**src/rtl/gsm7_pkg.sv**
```systemverilog
package gsm7_pkg;

  // Field and state widths.
  localparam int SeptetW = 7;
  localparam int OctetW  = 8;
  localparam int CfgW    = 8;
  localparam int AccW    = 2 * SeptetW;
  localparam int HeldW   = 3;
  localparam int PosW    = 9;

  // The septet position stops counting here.
  localparam logic [PosW-1:0] PosMax = 9'd511;

  // Depth of the queue between the front and back parts.
  localparam int QueueDepth = 2;

  // Configuration register indexes.
  typedef enum logic {
    RegSkip  = 1'b0,
    RegCount = 1'b1
  } reg_index_t;

  // One classified septet: its code, the last mark and whether it is emitted.
  typedef struct packed {
    logic [SeptetW-1:0] code;
    logic               last;
    logic               valid;
  } septet_t;

  // Everything one octet yields, in emission order: s0 first, then s1.
  typedef struct packed {
    septet_t s1;
    septet_t s0;
  } pair_t;

  // Handshake between the queue and the back part.
  typedef struct packed {
    logic  not_empty;
    pair_t head;
  } queue_head_t;

endpackage

```
**src/rtl/gsm7_septet_unpacker.sv**
```systemverilog
// GSM 7-bit septet unpacker.
// The input channel (in_valid, in_stall, octet, first_octet) takes packed user
// data one octet per beat; first_octet set starts a new message. The output
// channel (out_valid, out_stall, septet, last_septet) gives the 7-bit codes in
// stream order, with last_septet on the final septet of the configured count.
// Registers over the APB port: skip_septets at address 0 and septet_count at
// address 4; write them only while the block is idle.
// A septet is registered in a queue slot, the current entry and the output.
// An octet yields zero, one or two septets; the single output register sets
// the pace at one septet per cycle while out_stall is low, so two septets of
// one octet leave in turn; zero-septet octets are absorbed in the front part.
// A two-entry queue separates the front and back parts. in_stall rises when
// the queue is full: when the receiver holds out_stall, or when a steady
// stream of octets brings more than one septet per cycle, as every seventh
// octet of a message yields two. A stalled result holds steady until taken.
// Reset clears the registers, the bit accumulator, the position and the queue.
module gsm7_septet_unpacker (
  input  logic                         clk,
  input  logic                         rst,
  input  logic                         in_valid,
  output logic                         in_stall,
  input  logic [gsm7_pkg::OctetW-1:0]  octet,
  input  logic                         first_octet,
  output logic                         out_valid,
  input  logic                         out_stall,
  output logic [gsm7_pkg::SeptetW-1:0] septet,
  output logic                         last_septet,
  input  logic                         psel,
  input  logic                         penable,
  input  logic                         pwrite,
  input  logic [2:0]                   paddr,
  input  logic [31:0]                  pwdata,
  output logic [31:0]                  prdata,
  output logic                         pready
);

  logic [gsm7_pkg::CfgW-1:0] skip_septets;
  logic [gsm7_pkg::CfgW-1:0] septet_count;
  gsm7_pkg::reg_index_t      reg_sel;
  logic                      cfg_write;

  gsm7_pkg::pair_t           entry;
  gsm7_pkg::queue_head_t     head;
  logic                      push;
  logic                      pop;
  logic                      queue_full;

  // Register file.
  assign pready    = 1'b1;
  assign reg_sel   = gsm7_pkg::reg_index_t'(paddr[2]);
  assign cfg_write = psel && penable && pwrite && pready;

  always_ff @(posedge clk) begin
    if (rst) begin
      skip_septets <= '0;
      septet_count <= '0;
    end else if (cfg_write) begin
      unique case (reg_sel)
        gsm7_pkg::RegSkip:  skip_septets <= pwdata[gsm7_pkg::CfgW-1:0];
        gsm7_pkg::RegCount: septet_count <= pwdata[gsm7_pkg::CfgW-1:0];
      endcase
    end
  end

  always_comb begin
    unique case (reg_sel)
      gsm7_pkg::RegSkip:  prdata = {{(32-gsm7_pkg::CfgW){1'b0}}, skip_septets};
      gsm7_pkg::RegCount: prdata = {{(32-gsm7_pkg::CfgW){1'b0}}, septet_count};
    endcase
  end

  gsm7_front u_front (
    .clk          (clk),
    .rst          (rst),
    .in_valid     (in_valid),
    .in_stall     (in_stall),
    .octet        (octet),
    .first_octet  (first_octet),
    .skip_septets (skip_septets),
    .septet_count (septet_count),
    .queue_full   (queue_full),
    .push         (push),
    .entry        (entry)
  );

  gsm7_queue u_queue (
    .clk      (clk),
    .rst      (rst),
    .push     (push),
    .wr_entry (entry),
    .full     (queue_full),
    .pop      (pop),
    .head     (head)
  );

  gsm7_back u_back (
    .clk         (clk),
    .rst         (rst),
    .head        (head),
    .pop         (pop),
    .out_valid   (out_valid),
    .out_stall   (out_stall),
    .septet      (septet),
    .last_septet (last_septet)
  );

endmodule

```
**src/rtl/gsm7_front.sv**
```systemverilog
module gsm7_front (
  input  logic                            clk,
  input  logic                            rst,
  input  logic                            in_valid,
  output logic                            in_stall,
  input  logic [gsm7_pkg::OctetW-1:0]     octet,
  input  logic                            first_octet,
  input  logic [gsm7_pkg::CfgW-1:0]       skip_septets,
  input  logic [gsm7_pkg::CfgW-1:0]       septet_count,
  input  logic                            queue_full,
  output logic                            push,
  output gsm7_pkg::pair_t                 entry
);

  // Classify one septet position against the current window.
  function automatic gsm7_pkg::septet_t classify(
    input logic [gsm7_pkg::PosW-1:0]    pos,
    input logic [gsm7_pkg::CfgW-1:0]    skip,
    input logic [gsm7_pkg::CfgW-1:0]    cnt,
    input logic [gsm7_pkg::SeptetW-1:0] code
  );
    logic [gsm7_pkg::PosW-1:0] idx;
    logic [gsm7_pkg::PosW-1:0] skip_w;
    logic [gsm7_pkg::PosW-1:0] cnt_w;
    gsm7_pkg::septet_t         s;
    skip_w  = {1'b0, skip};
    cnt_w   = {1'b0, cnt};
    idx     = pos - skip_w;
    s.code  = code;
    s.valid = (pos >= skip_w) && (idx < cnt_w);
    s.last  = (idx == cnt_w - {{(gsm7_pkg::PosW-1){1'b0}}, 1'b1});
    return s;
  endfunction

  // Position counter that stops at its top value.
  function automatic logic [gsm7_pkg::PosW-1:0] pos_inc(input logic [gsm7_pkg::PosW-1:0] p);
    return (p == gsm7_pkg::PosMax) ? p : p + {{(gsm7_pkg::PosW-1){1'b0}}, 1'b1};
  endfunction

  logic [gsm7_pkg::AccW-1:0]  acc;
  logic [gsm7_pkg::AccW-1:0]  acc_next;
  logic [gsm7_pkg::HeldW-1:0] held;
  logic [gsm7_pkg::HeldW-1:0] held_next;
  logic [gsm7_pkg::PosW-1:0]  pos;
  logic [gsm7_pkg::PosW-1:0]  pos_next;

  logic [gsm7_pkg::AccW-1:0]  acc_eff;
  logic [gsm7_pkg::HeldW-1:0] held_eff;
  logic [gsm7_pkg::PosW-1:0]  pos_eff;
  logic [gsm7_pkg::PosW-1:0]  pos1;
  logic [gsm7_pkg::AccW-1:0]  merged;
  logic                       two;
  logic                       accept;

  assign in_stall = queue_full;
  assign accept   = in_valid && !queue_full;

  // Merge the new octet above the bits still held; a first octet starts afresh.
  always_comb begin
    acc_eff  = first_octet ? '0 : acc;
    held_eff = first_octet ? '0 : held;
    pos_eff  = first_octet ? '0 : pos;
    merged   = acc_eff | ({{(gsm7_pkg::AccW-gsm7_pkg::OctetW){1'b0}}, octet} << held_eff);
    // Six held bits plus eight new ones make two whole septets.
    two      = (held_eff == 3'd6);
    pos1     = pos_inc(pos_eff);

    entry.s0 = classify(pos_eff, skip_septets, septet_count,
                        merged[gsm7_pkg::SeptetW-1:0]);
    entry.s1 = classify(pos1, skip_septets, septet_count,
                        merged[gsm7_pkg::AccW-1:gsm7_pkg::SeptetW]);
    entry.s1.valid = entry.s1.valid && two;

    if (two) begin
      acc_next  = '0;
      held_next = '0;
      pos_next  = pos_inc(pos1);
    end else begin
      acc_next  = {{gsm7_pkg::SeptetW{1'b0}}, merged[gsm7_pkg::AccW-1:gsm7_pkg::SeptetW]};
      held_next = held_eff + 3'd1;
      pos_next  = pos1;
    end

    // Octets that yield nothing emitted are absorbed here.
    push = accept && (entry.s0.valid || entry.s1.valid);
  end

  // Unpacking state.
  always_ff @(posedge clk) begin
    if (rst) begin
      acc  <= '0;
      held <= '0;
      pos  <= '0;
    end else if (accept) begin
      acc  <= acc_next;
      held <= held_next;
      pos  <= pos_next;
    end
  end

endmodule

```
**src/rtl/gsm7_queue.sv**
```systemverilog
module gsm7_queue (
  input  logic                  clk,
  input  logic                  rst,
  input  logic                  push,
  input  gsm7_pkg::pair_t       wr_entry,
  output logic                  full,
  input  logic                  pop,
  output gsm7_pkg::queue_head_t head
);

  localparam int PtrW = (gsm7_pkg::QueueDepth > 1) ? $clog2(gsm7_pkg::QueueDepth) : 1;
  localparam int CntW = $clog2(gsm7_pkg::QueueDepth + 1);
  localparam logic [CntW-1:0] Depth = CntW'(gsm7_pkg::QueueDepth);
  localparam logic [PtrW-1:0] LastPtr = PtrW'(gsm7_pkg::QueueDepth - 1);

  gsm7_pkg::pair_t slots [gsm7_pkg::QueueDepth];
  logic [PtrW-1:0] wr_ptr;
  logic [PtrW-1:0] rd_ptr;
  logic [CntW-1:0] fill;
  logic            do_push;
  logic            do_pop;

  assign full           = (fill == Depth);
  assign head.not_empty = (fill != '0);
  assign head.head      = slots[rd_ptr];
  assign do_push        = push && !full;
  assign do_pop         = pop && head.not_empty;

  // Entry storage.
  always_ff @(posedge clk) begin
    if (do_push) begin
      slots[wr_ptr] <= wr_entry;
    end
  end

  // Pointers and fill level.
  always_ff @(posedge clk) begin
    if (rst) begin
      wr_ptr <= '0;
      rd_ptr <= '0;
      fill   <= '0;
    end else begin
      if (do_push) begin
        wr_ptr <= (wr_ptr == LastPtr) ? '0 : wr_ptr + PtrW'(1);
      end
      if (do_pop) begin
        rd_ptr <= (rd_ptr == LastPtr) ? '0 : rd_ptr + PtrW'(1);
      end
      if (do_push && !do_pop) begin
        fill <= fill + CntW'(1);
      end else if (do_pop && !do_push) begin
        fill <= fill - CntW'(1);
      end
    end
  end

endmodule

```
**src/rtl/gsm7_back.sv**
```systemverilog
module gsm7_back (
  input  logic                         clk,
  input  logic                         rst,
  input  gsm7_pkg::queue_head_t        head,
  output logic                         pop,
  output logic                         out_valid,
  input  logic                         out_stall,
  output logic [gsm7_pkg::SeptetW-1:0] septet,
  output logic                         last_septet
);

  gsm7_pkg::pair_t   cur;
  gsm7_pkg::pair_t   rem;
  gsm7_pkg::septet_t pick;
  logic              have;
  logic              out_free;
  logic              emit;
  logic              rem_empty;

  assign out_free = !out_valid || !out_stall;
  assign have     = cur.s0.valid || cur.s1.valid;
  assign emit     = out_free && have;

  // Pick the earliest pending septet and work out what is left afterwards.
  always_comb begin
    rem = cur;
    if (cur.s0.valid) begin
      pick         = cur.s0;
      rem.s0.valid = 1'b0;
    end else begin
      pick         = cur.s1;
      rem.s1.valid = 1'b0;
    end
    rem_empty = !(rem.s0.valid || rem.s1.valid);
    // Refill as the last pending septet leaves, so there is no bubble.
    pop       = head.not_empty && (!have || (emit && rem_empty));
  end

  // Current entry being drained.
  always_ff @(posedge clk) begin
    if (rst) begin
      cur <= '0;
    end else if (pop) begin
      cur <= head.head;
    end else if (emit) begin
      cur <= rem;
    end
  end

  // Output register.
  always_ff @(posedge clk) begin
    if (rst) begin
      out_valid <= 1'b0;
    end else if (out_free) begin
      out_valid <= emit;
    end
  end

  always_ff @(posedge clk) begin
    if (emit) begin
      septet      <= pick.code;
      last_septet <= pick.last;
    end
  end

endmodule
```
**config.mk**
```make
export PLATFORM = sky130hd
export DESIGN_NAME = gsm7_septet_unpacker
export DESIGN_NICKNAME = d
export VERILOG_FILES = /design/src/rtl/gsm7_pkg.sv /design/src/rtl/gsm7_septet_unpacker.sv /design/src/rtl/gsm7_front.sv /design/src/rtl/gsm7_queue.sv /design/src/rtl/gsm7_back.sv
export SDC_FILE = /design/constraint.sdc
export NUM_CORES = 1
export LEC_CHECK = 0
export BUFFER_PORTS_ARGS = -buffer_cell sky130_fd_sc_hd__clkbuf_2
export CAP_MARGIN = 20
export CORE_ASPECT_RATIO = 1.4
export CORE_MARGIN = 3
export CORE_UTILIZATION = 45
export CTS_CLUSTER_DIAMETER = 150
export DETAILED_ROUTE_END_ITERATION = 6
export HOLD_SLACK_MARGIN = 0.03
export SYNTH_ARGS = -nofsm -noshare
export SYNTH_HDL_FRONTEND = slang
export SYNTH_HIERARCHICAL = 1
export SYNTH_SLANG_ARGS = --single-unit
```
**constraint.sdc**
```tcl
create_clock -name clk -period 7.6 [get_ports clk]
set_input_delay 1.14 -clock clk [delete_from_list [all_inputs] [get_ports clk]]
set_output_delay 1.14 -clock clk [all_outputs]
set_load 0.01 [all_outputs]
```
==> results of run 1 <==
==> cells in the mapped netlist, types with 8 or more instances <==
master | instances | area, um^2
buf_2 | 8 | 40.04
o21ai_0 | 29 | 145.1
mux2_2 | 27 | 304.0
clkbuf_1 | 13 | 48.80
nor2b_1 | 19 | 118.9
inv_1 | 35 | 131.4
xnor2_1 | 23 | 201.4
dfxtp_1 | 59 | 1181
o21a_1 | 9 | 67.56
nand4_1 | 10 | 62.56
a22o_1 | 16 | 140.1
edfxtp_1 | 44 | 1321
mux2_1 | 8 | 90.09
nand2b_1 | 35 | 219.0
mux2i_1 | 25 | 250.2
nor2_1 | 54 | 202.7
ha_1 | 36 | 450.4
nand3_1 | 16 | 80.08
nand2_1 | 34 | 127.6
a21oi_1 | 42 | 210.2
xor2_1 | 12 | 105.1
buf_4 | 30 | 225.2
nor3_1 | 17 | 85.08
==> power groups by stage <==
stage	sequential, mW	clock [mW]	combinational (mW)
floorplan	0.726	0	0.421
global placement	0.753	0	0.479
detailed placement	0.755	0	0.496
CTS	0.744	0.463	0.498
global route	0.754	0.486	0.554
finish	0.743	0.442	0.495
==> flip-flops by register name, summed over array words and instances, names as in the netlist, named ones only <==
name / count
u_queue/slots: 36
u_back/cur: 18
u_front/pos: 9
septet_count: 8
skip_septets: 8
u_back/septet: 7
u_front/acc: 7
u_front/held: 3
u_queue/fill: 2
u_back/last_septet: 1
u_back/out_valid: 1
u_queue/rd_ptr: 1
u_queue/wr_ptr: 1
==> worst max path at each step <==
stage | from | to | slack [ns] | depth (start not counted)
2_1_floorplan | first_octet | u_queue/slots[0][0] | 1.80 | 23
3_3_place_gp | first_octet | u_queue/slots[0][6] | 1.19 | 22
3_5_place_dp | first_octet | u_queue/slots[0][7] | 1.07 | 22
4_1_cts | first_octet | u_queue/slots[0][1] | 1.43 | 22
5_1_grt | first_octet | u_queue/slots[0][1] | 0.88 | 22
6_report | first_octet | u_queue/slots[0][6] | 1.44 | 22
==> metal layers <==
| metal | share of wire | GRT usage | vias up |
|---|---|---|---|
| met5 | 0 | 0 | - |
| met4 | 0.024 | 0.07611 | 0 |
| met3 | 0.023 | 0.02985 | 23 |
| met2 | 0.54 | 0.3378 | 82 |
| met1 | 0.41 | 0.2111 | 2408 |
| li1 | - | - | 2581 |
==> area by class of cell <==
class / count / area (um^2)
tap: 189 / 236.5
sequential: 103 / 2502
multi-input combinational: 538 / 3874
inverter: 36 / 135.1
clock buffer: 9 / 225.2
clock inverter: 7 / 61.31
timing repair buffer: 46 / 252.7
fill: 1381 / 7352
==> through the flow <==
stage / utilization / total power [mW]
5_1_grt: 0.4978 / 1.794
2_1_floorplan: - / 1.147
3_5_place_dp: 0.4768 / 1.251
4_1_cts: 0.4964 / 1.705
6_report: 0.4978 / 1.680
3_3_place_gp: 0.4763 / 1.232
==> kinds of logic after synthesis <==
logic type	Yosys count
multiplexers	62
flip-flops	103
buffers and inverters	92
AND/OR/NAND/NOR	229
AO/OA/AOI/OAI	150
XOR/XNOR	35
adder cells (fa/ha/maj)	37
other	2
==> impl_results.md, run 1 <==
- Maximum vdd drop: 0.1395 mV
- Fmax: 162.4 MHz
- Start of the worst register-to-register path: u_front/pos[1]
- Arr. time, crit path: 6.13 ns
- Synth Area in Compound Gates: 0.1567
- Clock root cell: clkbuf_16
- I/O pin total: 94
- Reg power frac: 0.442
- Bufs and invs on worst path: 4
- Final Net Count: 822
- Largest family of logic cells by synthesized area: simple AND/OR/NAND/NOR gates
- Ys async rst share: 0
- Hold depth: 1
- Drt pass-1 iters: 4
- R2R depth: 21
- First-pass GRT wire length: 24190 um
- Top_reg_cell synth: dfxtp_1
- Die width: 109.8 um
- Minimum clock period: 6.157 ns
- Cell count after synthesis: 710
- Setup_tns: 0 ns
- Initial drt markers: 256
- Post_cts resized: 0
- Antenna fix cells: 0
- Sequential element share of the synthesized area: 0.3687
- Status: finished, final reports clean
- Reg-to-reg slack, setup: 1.79 ns
- Final Max Tran Viols: 0
- Hold Worst Slack: 0.4707 ns
- Post-CTS Setup Inserts: 0
- Final Setup Violations: 0
- Antenna Nets Post-Route: 0
- Worst hold path class: register to register
- Post-Layout Cell Count: 928
- Hold worst-path end: u_back/cur[16]
- Vias post-DR: 5094
- Worst-Skew Late Latency: 0.35 ns
- Post-synthesis simple-gate area fraction: 0.1841
- DIE AREA: 16610 um^2
- Sw frac: 0.3260
- Max incr delay on CP: 0.52 ns
- # clock sinks: 103
- Synth cell types: 80
- Hold Startpoint: u_back/cur[16]
- Highest-delay cell along the critical path: inv_1
- Post-synthesis instance area: 6788 um^2
- FF-to-FF End: u_queue/slots[0][6]
- HPWL Detailed: 11510 um
- Input/output buffers: 42
- Synthesized area per cell: 9.560 um^2
- Adder-cell share of the synthesized area: 0.06931
- Clock buffer depth: 2
- Fin. Hold Viols: 0
- Share of cells above drive strength 1: 0.1543
- Synth-to-layout area growth: 7.355%
- Post-DR wirelength/cell: 16.00 um
- Initial core utilization: 0.4637
- Vert. Die Dim: 151.3 um
- Placer Congestion: 0.8302
- Core region area: 14640 um^2
- Logic pwr share: 0.295
- Tcrit/Tclk final: 0.8102
- Vias in the first global route: 4954
- Dpl ws: 1.072 ns
- Switching power: 547.7 uW
- Fin area: 7287 um^2
- Post-CTS Hold Buffers: 0
- Cell internal pwr: 1.132 mW
- Final setup skew: 0.008666 ns
- Most frequent cells in the layout: 59 x dfxtp_1, 54 x nor2_1, 44 x edfxtp_1, 42 x clkbuf_2, 42 x a21oi_1
- Worst path cell trace: clkbuf_2 > nor2b_1 > ha_1 > nand2b_1 > nor3_2 > mux2i_1 > inv_1 > ha_1 > nand2b_1 > a21oi_1 > o21ai_0 > nor2b_1 > xnor2_1 > ha_1 > o21ai_0 > a21oi_1 > nor3_1 > o221a_2 > o21a_1 > inv_1 > or3_1 > inv_1
- RSZ-0062 raised after global routing: no
- Max-slew headroom: 0.3876
- Most common cell after layout, fill and taps aside: dfxtp_1
- XOR/XNOR share of the synthesized area: 0.04516
- Grt total ovfl: 0
- Largest net degree at the start of global routing: 55
- CP required: 7.58 ns
- Crit path max-delay family: simple AND/OR/NAND/NOR gates
- CP max FO: 18
- Warnings from Yosys: 6
- Clock transition at path regs: 0.07 ns
- Critical setup path kind: input port to register
- Mux cell area share after synthesis: 0.1016
- Vias per cell: 5.489
- H-tree depth: 3
- Crit end category: register
- Max Cap Viol: 0
- TritonCTS Buffers: 9
- Residual DRC: 0
- Static leakage: 2.830 nW
- Clk network pwr share: 0.263
- PD cells: 230.6 nW/um^2
- EDFF count, synth: 44
- TritonCTS clock tree: built
- CP Launch Type: input port
- Setup ws final: 1.443 ns
- Row count: 52
- GRT Overall Usage: 0.1854
- Antenna violations before repair: 0
- Dpl cells: 911
- Yosys reg bits: 103
- Total Routed Length: 14850 um
- Least-Margin Pin Slew: 0.9168 ns
- Placed cell area: 6980 um^2
Power figures use the tool's default switching activity.
==> run 2: changes to the inputs <==
- PLACE_DENSITY: not set -> 0.67
- clock period: 7.6 -> 5.3 ns (I/O delays scaled with it)
==> run 2 against run 1 <==
Compared with the run above: design area grew 1.2%; count of clock-buffer cells in the layout grew 1; sequential share of layout area shrank 0.40 points; utilization grew 0.62 points; clock power grew 38%; register-to-register slack lost 1.4 ns; global-route usage grew 0.077 points; routed wire length grew 3.2%; die area is the same; worst hold slack gained 0.0016 ns; largest cell class unchanged; highest routed layer unchanged; critical endpoint is now u_queue/fill[1].
==> impl_results.md, run 2 (synthesized netlist as in run 1, its figures left out) <==
- Share of cells above drive strength 1: 0.1691 (+0.01485)
- Setup_tns: 0 ns (unchanged)
- HPWL Detailed: 11970 um (+4.0%)
- Most frequent cells in the layout: 58 x dfxtp_1, 54 x nor2_1, 44 x edfxtp_1, 42 x clkbuf_2, 42 x a21oi_1
- RSZ-0062 raised after global routing: no
- Largest regs: u_queue/slots x36, u_back/cur x18, u_front/pos x9
- Vert. Die Dim: 151.3 um (unchanged)
- H-tree depth: 3 (unchanged)
- Bufs and invs on worst path: 2 (-2)
- Start of the worst register-to-register path: u_front/pos[0]
- CP required: 5.55 ns (-2.03 ns)
- Hold worst-path end: u_back/cur[15]
- PD cells: 327.1 nW/um^2 (+42%)
- Hold Startpoint: u_back/cur[15]
- Antenna violations before repair: 0 (unchanged)
- Top reg by flops: u_queue/slots
- Vias in the first global route: 5113 (+3.2%)
- Worst hold path class: register to register
- Static leakage: 2.892 nW (+2.2%)
- Final Net Count: 834 (+1.5%)
- Most common cell after layout, fill and taps aside: dfxtp_1
- Clock buffer depth: 2 (unchanged)
- Initial drt markers: 345 (+35%)
- CP most frequent cell: ha_1
- Crit path max-delay family: simple AND/OR/NAND/NOR gates
- CP Launch Type: input port
- Residual DRC: 0 (unchanged)
- Drt pass-1 iters: 5 (+1)
- Largest net degree at the start of global routing: 55 (unchanged)
- Crit end category: register
- Fin area: 7377 um^2 (+1.2%)
- Total Routed Length: 15320 um (+3.2%)
- TritonCTS Buffers: 9 (unchanged)
- Clock transition at path regs: 0.07 ns (about the same)
- Arr. time, crit path: 5.16 ns (-0.97 ns)
- Vias per cell: 5.598 (+2.0%)
- Least-Margin Pin Slew: 0.9984 ns (+0.08164 ns)
- Max FFs per register: 36 (unchanged)
- Max-slew headroom: 0.3344 (-0.05317)
- Tcrit/Tclk final: 0.9252
- Vias post-DR: 5262 (+3.3%)
- Worst-Skew Late Latency: 0.34 ns (about the same)
- Max incr delay on CP: 0.35 ns (-0.17 ns)
- Area of the multi-input gates: 3881 um^2 (+0.19%)
- I/O pin total: 94 (unchanged)
- Hold depth: 1 (unchanged)
- Final Setup Violations: 0 (unchanged)
- Maximum vdd drop: 0.1520 mV (+8.9%)
- Core region area: 14640 um^2 (unchanged)
- Hold Worst Slack: 0.4724 ns (+0.001649 ns)
- Total power: 2.413 mW (+44%)
- Input/output buffers: 42 (unchanged)
- Critical setup path kind: input port to register
- Post-DR wirelength/cell: 16.30 um (+1.9%)
- Grt total ovfl: 0 (unchanged)
- DIE AREA: 16610 um^2 (unchanged)
- Placer Congestion: 0.9021 (+8.7%)
- Storage cell area: 2504 um^2 (about the same)
- Initial core utilization: 0.4637 (unchanged)
- Minimum clock period: 4.903 ns
- Fmax: 203.9 MHz
- GRT Overall Usage: 0.1862 (+0.0007654)
- CP max FO: 4 (-14)
- Worst path cell trace: clkbuf_2 > nor2b_1 > ha_1 > nand2b_1 > o31ai_1 > nand2_1 > ha_1 > nand2b_1 > a21oi_1 > o21ai_0 > nor2b_1 > xnor2_1 > ha_1 > o21ai_0 > a21oi_1 > nor3_1 > o221a_2 > o21a_1 > inv_1 > nor2_1 > ha_1 > or3_1 > a21oi_1
- Placed cell area: 7074 um^2 (+1.3%)
- Final Max Tran Viols: 0 (unchanged)
- Die width: 109.8 um (unchanged)
- # clock sinks: 103 (unchanged)
- Antenna fix cells: 0 (unchanged)
- Synth-to-layout area growth: 8.682%
- First-pass GRT wire length: 24740 um (+2.3%)
- Clock root cell: clkbuf_16
- Max Cap Viol: 0 (unchanged)
- Reg-to-reg slack, setup: 0.43 ns (-1.36 ns)
- FF-to-FF End: u_queue/fill[1]
- Fin. Hold Viols: 0 (unchanged)
- Filler cells: 1366 (-1.1%)
- Status: finished, final reports clean
- Post-CTS Hold Buffers: 0 (unchanged)
- Final setup skew: 0.01243 ns (+0.003765 ns)
- TritonCTS clock tree: built
- Highest-delay cell along the critical path: ha_1
- R2R depth: 22 (+4.8%)
- Row count: 52 (unchanged)
- Antenna Nets Post-Route: 0 (unchanged)
==> run 2: how the worst max path moves through the flow <==
stage / start / endpoint / slack [ns] / cells after the start
floorplan: first_octet / u_queue/slots[0][0] / 0.04 / 22
global placement: first_octet / u_queue/slots[0][7] / 0.15 / 18
detailed placement: first_octet / u_queue/slots[0][7] / 0.03 / 23
CTS: first_octet / u_queue/slots[0][3] / 0.38 / 22
global route: first_octet / u_queue/fill[1] / 0.03 / 25
finish: first_octet / u_queue/fill[1] / 0.40 / 23
==> run 2: report_power, final <==
| part | total [mW] | switching, mW | internal (mW) |
|---|---|---|---|
| Combinational | 0.733 | 0.400 | 0.332 |
| Clock | 0.612 | 0.290 | 0.322 |
| Sequential | 1.07 | 0.0919 | 0.977 |
| Total | 2.41 | 0.782 | 1.63 |
==> run 2: layer usage <==
metal | part of all wire | global-route usage
met5 | 0 | 0
met4 | 0.020 | 0.06114
met3 | 0.030 | 0.02431
met2 | 0.55 | 0.3575
met1 | 0.40 | 0.2059
==> run 2: final cells by class <==
class                      count  share of cell area
clock buffer                  10             0.03104
clock inverter                 6            0.006106
inverter                      36             0.01883
multi-input combinational    538              0.5261
sequential                   103              0.3394
tap                          189             0.03206
timing repair buffer          58             0.04647
==> run 2: worst register-to-register path: stages, from the launching register on <==
cell and delay, ns:
dfxtp_1 0.47, nor2b_1 0.22, ha_1 0.18, nand2b_1 0.13
o31ai_1 0.34, nand2_1 0.23, ha_1 0.35, nand2b_1 0.08
a21oi_1 0.22, o21ai_0 0.16, nor2b_1 0.17, xnor2_1 0.25
ha_1 0.28, o21ai_0 0.09, a21oi_1 0.07, nor3_1 0.17
o221a_2 0.25, o21a_1 0.11, inv_1 0.05, nor2_1 0.17
ha_1 0.29, or3_1 0.35, a21oi_1 0.14
==> run 2: repair_timing <==
action                                  4_1_cts  5_1_grt
endpoints found under the setup margin        0       19
gates resized for setup                       0        2
buffers inserted                              0        1
==> run 2: per-stage QoR <==
stage	setup WS, ns	instances	util
detailed placement	0.03107	922	0.4832
global route	0.03208	940	0.5039
finish	0.3966	940	0.5039
global placement	0.1503	922	0.4832
floorplan	0.03721	733	-
CTS	0.3771	938	0.5020
==> run 3: changes to the inputs <==
- PLACE_DENSITY: 0.67 -> 0.69
==> run 3 against run 2 <==
Compared with the run above: setup slack better by 0.037 ns; clock skew down 0.0044 ns; fmax rose by 0.76%; die area is the same; count of clock-buffer cells in the layout down 1; critical path type unchanged; highest routed layer unchanged.
==> impl_results.md, run 3 (synthesized netlist as in run 1, its figures left out) <==
- PD cells: 332.3 nW/um^2 (+1.6%)
- Total power: 2.470 mW (+2.4%)
- CP Launch Type: input port
- Arr. time, crit path: 5.13 ns (-0.03 ns)
- Row count: 52 (unchanged)
- CP most frequent cell: ha_1
- Maximum vdd drop: 0.2308 mV (+52%)
- Vias per cell: 5.634 (+0.65%)
- Most frequent cells in the layout: 59 x dfxtp_1, 54 x nor2_1, 44 x edfxtp_1, 42 x clkbuf_2, 42 x a21oi_1
- First-pass GRT wire length: 25410 um (+2.7%)
- Largest regs: u_queue/slots x36, u_back/cur x18, u_front/pos x9
- RSZ-0062 raised after global routing: no
- Largest net degree at the start of global routing: 55 (unchanged)
- Share of cells above drive strength 1: 0.1751 (+0.005958)
- Tcrit/Tclk final: 0.9182 (-0.007000)
- Worst path cell trace: clkbuf_2 > nor2b_1 > ha_1 > nand2b_1 > nor3_4 > mux2i_1 > inv_1 > ha_1 > inv_1 > fa_1 > a21oi_1 > o21ai_1 > o21a_1 > nor2_1 > xnor2_1 > ha_1 > o21ai_0 > o221a_2 > o21a_1 > inv_1 > nor2_1 > ha_1 > or3_1 > a21oi_1
- # clock sinks: 103 (unchanged)
- Initial core utilization: 0.4637 (unchanged)
- Least-Margin Pin Slew: 1.015 ns (+0.01667 ns)
- Clock buffer depth: 2 (unchanged)
- Clock transition at path regs: 0.07 ns (about the same)
- Post-CTS Hold Buffers: 0 (unchanged)
- HPWL Detailed: 12120 um (+1.2%)
- Most common cell after layout, fill and taps aside: dfxtp_1
- Highest-delay cell along the critical path: fa_1
- Residual DRC: 0 (unchanged)
- Fmax: 205.5 MHz (+0.76%)
- Synth-to-layout area growth: 9.512%
- Worst hold path class: register to register
- Crit path max-delay family: adder cells
- TritonCTS clock tree: built
- Minimum clock period: 4.866 ns (-0.03710 ns)
- Grt total ovfl: 0 (unchanged)
- Final Max Tran Viols: 0 (unchanged)
- Antenna Nets Post-Route: 0 (unchanged)
- Final setup skew: 0.008033 ns (-0.004398 ns)
- Antenna violations before repair: 0 (unchanged)
- Drt pass-1 iters: 6 (+1)
- DIE AREA: 16610 um^2 (unchanged)
- Initial drt markers: 327 (-5.2%)
- Bufs and invs on worst path: 4 (+2)
- Die width: 109.8 um (unchanged)
- Core region area: 14640 um^2 (unchanged)
- Vert. Die Dim: 151.3 um (unchanged)
- Filler cells: 1380 (+1.0%)
- H-tree depth: 3 (unchanged)
- Final Net Count: 837 (+0.36%)
- Clock root cell: clkbuf_16
- Max FFs per register: 36 (unchanged)
- Final Setup Violations: 0 (unchanged)
- Vias in the first global route: 5272 (+3.1%)
- Crit end category: register
- Input/output buffers: 42 (unchanged)
- Antenna fix cells: 0 (unchanged)
- Worst-Skew Late Latency: 0.35 ns (about the same)
- Max Cap Viol: 0 (unchanged)
- TritonCTS Buffers: 9 (unchanged)
- Max incr delay on CP: 0.40 ns (+0.05 ns)
- CP max FO: 4 (unchanged)
- Static leakage: 2.920 nW (+0.98%)
- Total Routed Length: 15750 um (+2.8%)
- Critical setup path kind: input port to register
- Hold Worst Slack: 0.4758 ns (+0.003413 ns)
- Post-DR wirelength/cell: 16.70 um (+2.4%)
- CP required: 5.57 ns (+0.02 ns)
- GRT Overall Usage: 0.1936 (+0.007434)
- I/O pin total: 94 (unchanged)
- Vias post-DR: 5313 (+0.97%)
- Fin. Hold Viols: 0 (unchanged)
- Status: finished, final reports clean
- Top reg by flops: u_queue/slots
- Placer Congestion: 0.9348 (+3.6%)
- Max-slew headroom: 0.3233 (-0.01111)
[run 3: changes by cell type in the layout (fill, tap and decap cells not counted), sizes merged]
cell and change:
buf +3, inv +2, clkbuf -1, clkinv -1
[run 3: repair_timing]
| item | 4_1_cts | 5_1_grt |
|---|---|---|
| gates resized for setup | 0 | 3 |
| endpoints found under the setup margin | 0 | 19 |
| setup buffers | 0 | 1 |
[run 3: routing by layer]
layer  vias to the layer above  GRT usage  part of all wire
li1                       2616          -                 -
met1                      2521     0.2101              0.40
met2                       139     0.3563              0.53
met3                        37    0.02601             0.034
met4                         0     0.1036             0.036
met5                         -          0                 0
[run 3: layout make-up]
cell class	count	area, um^2	area share
multi-input cells	538	3886	0.5228
flip-flops and latches	103	2502	0.3366
repair buffers	61	377.9	0.05083
well taps	189	236.5	0.03181
clock buffers	9	225.2	0.03030
inverters	36	138.9	0.01868
clock inverters	7	66.31	0.008921
[run 3: path summary, 6_finish.rpt]
kind | slack (ns) | startpoint | endpoint | cells after the start
worst max-delay path | 0.43 | first_octet | u_queue/fill[1] | 24
worst min-delay path | 0.48 | u_back/cur[10] | u_back/cur[10] | 1
worst max register to register | 0.46 | u_front/pos[0] | u_queue/fill[1] | 23
worst min register to register | 0.48 | u_back/cur[10] | u_back/cur[10] | 1
[run 3: worst reg2reg max path, stage by stage (launching register included)]
cell and delay (ns):
dfxtp_1 0.48, nor2b_1 0.23, ha_1 0.19, nand2b_1 0.16, nor3_4 0.24, mux2i_1 0.12, inv_1 0.07, ha_1 0.14
inv_1 0.05, fa_1 0.40, a21oi_1 0.22, o21ai_1 0.16, o21a_1 0.20, nor2_1 0.14, xnor2_1 0.20, ha_1 0.29
o21ai_0 0.14, o221a_2 0.23, o21a_1 0.12, inv_1 0.06, nor2_1 0.14, ha_1 0.28, or3_1 0.36, a21oi_1 0.14
[run 3: where the power goes]
part	total [mW]	internal [mW]	switching [mW]
Clock	0.653	0.330	0.323
Combinational	0.751	0.345	0.406
Sequential	1.07	0.976	0.0900
Total	2.47	1.65	0.819
[run 3: per-stage QoR]
| stage | utilization | setup slack, ns | TNS (ns) | cells | cell area, um^2 |
|---|---|---|---|---|---|
| 3_3_place_gp | 0.4856 | 0.08879 | 0 | 925 | 7109 |
| 6_report | 0.5078 | 0.4337 | 0 | 943 | 7433 |
| 5_1_grt | 0.5078 | 0.003891 | 0 | 943 | 7433 |
| 2_1_floorplan | - | 0.03721 | 0 | 733 | 6885 |
| 4_1_cts | 0.5056 | 0.2346 | 0 | 941 | 7401 |
| 3_5_place_dp | 0.4856 | -0.1358 | -2.472 | 925 | 7109 |
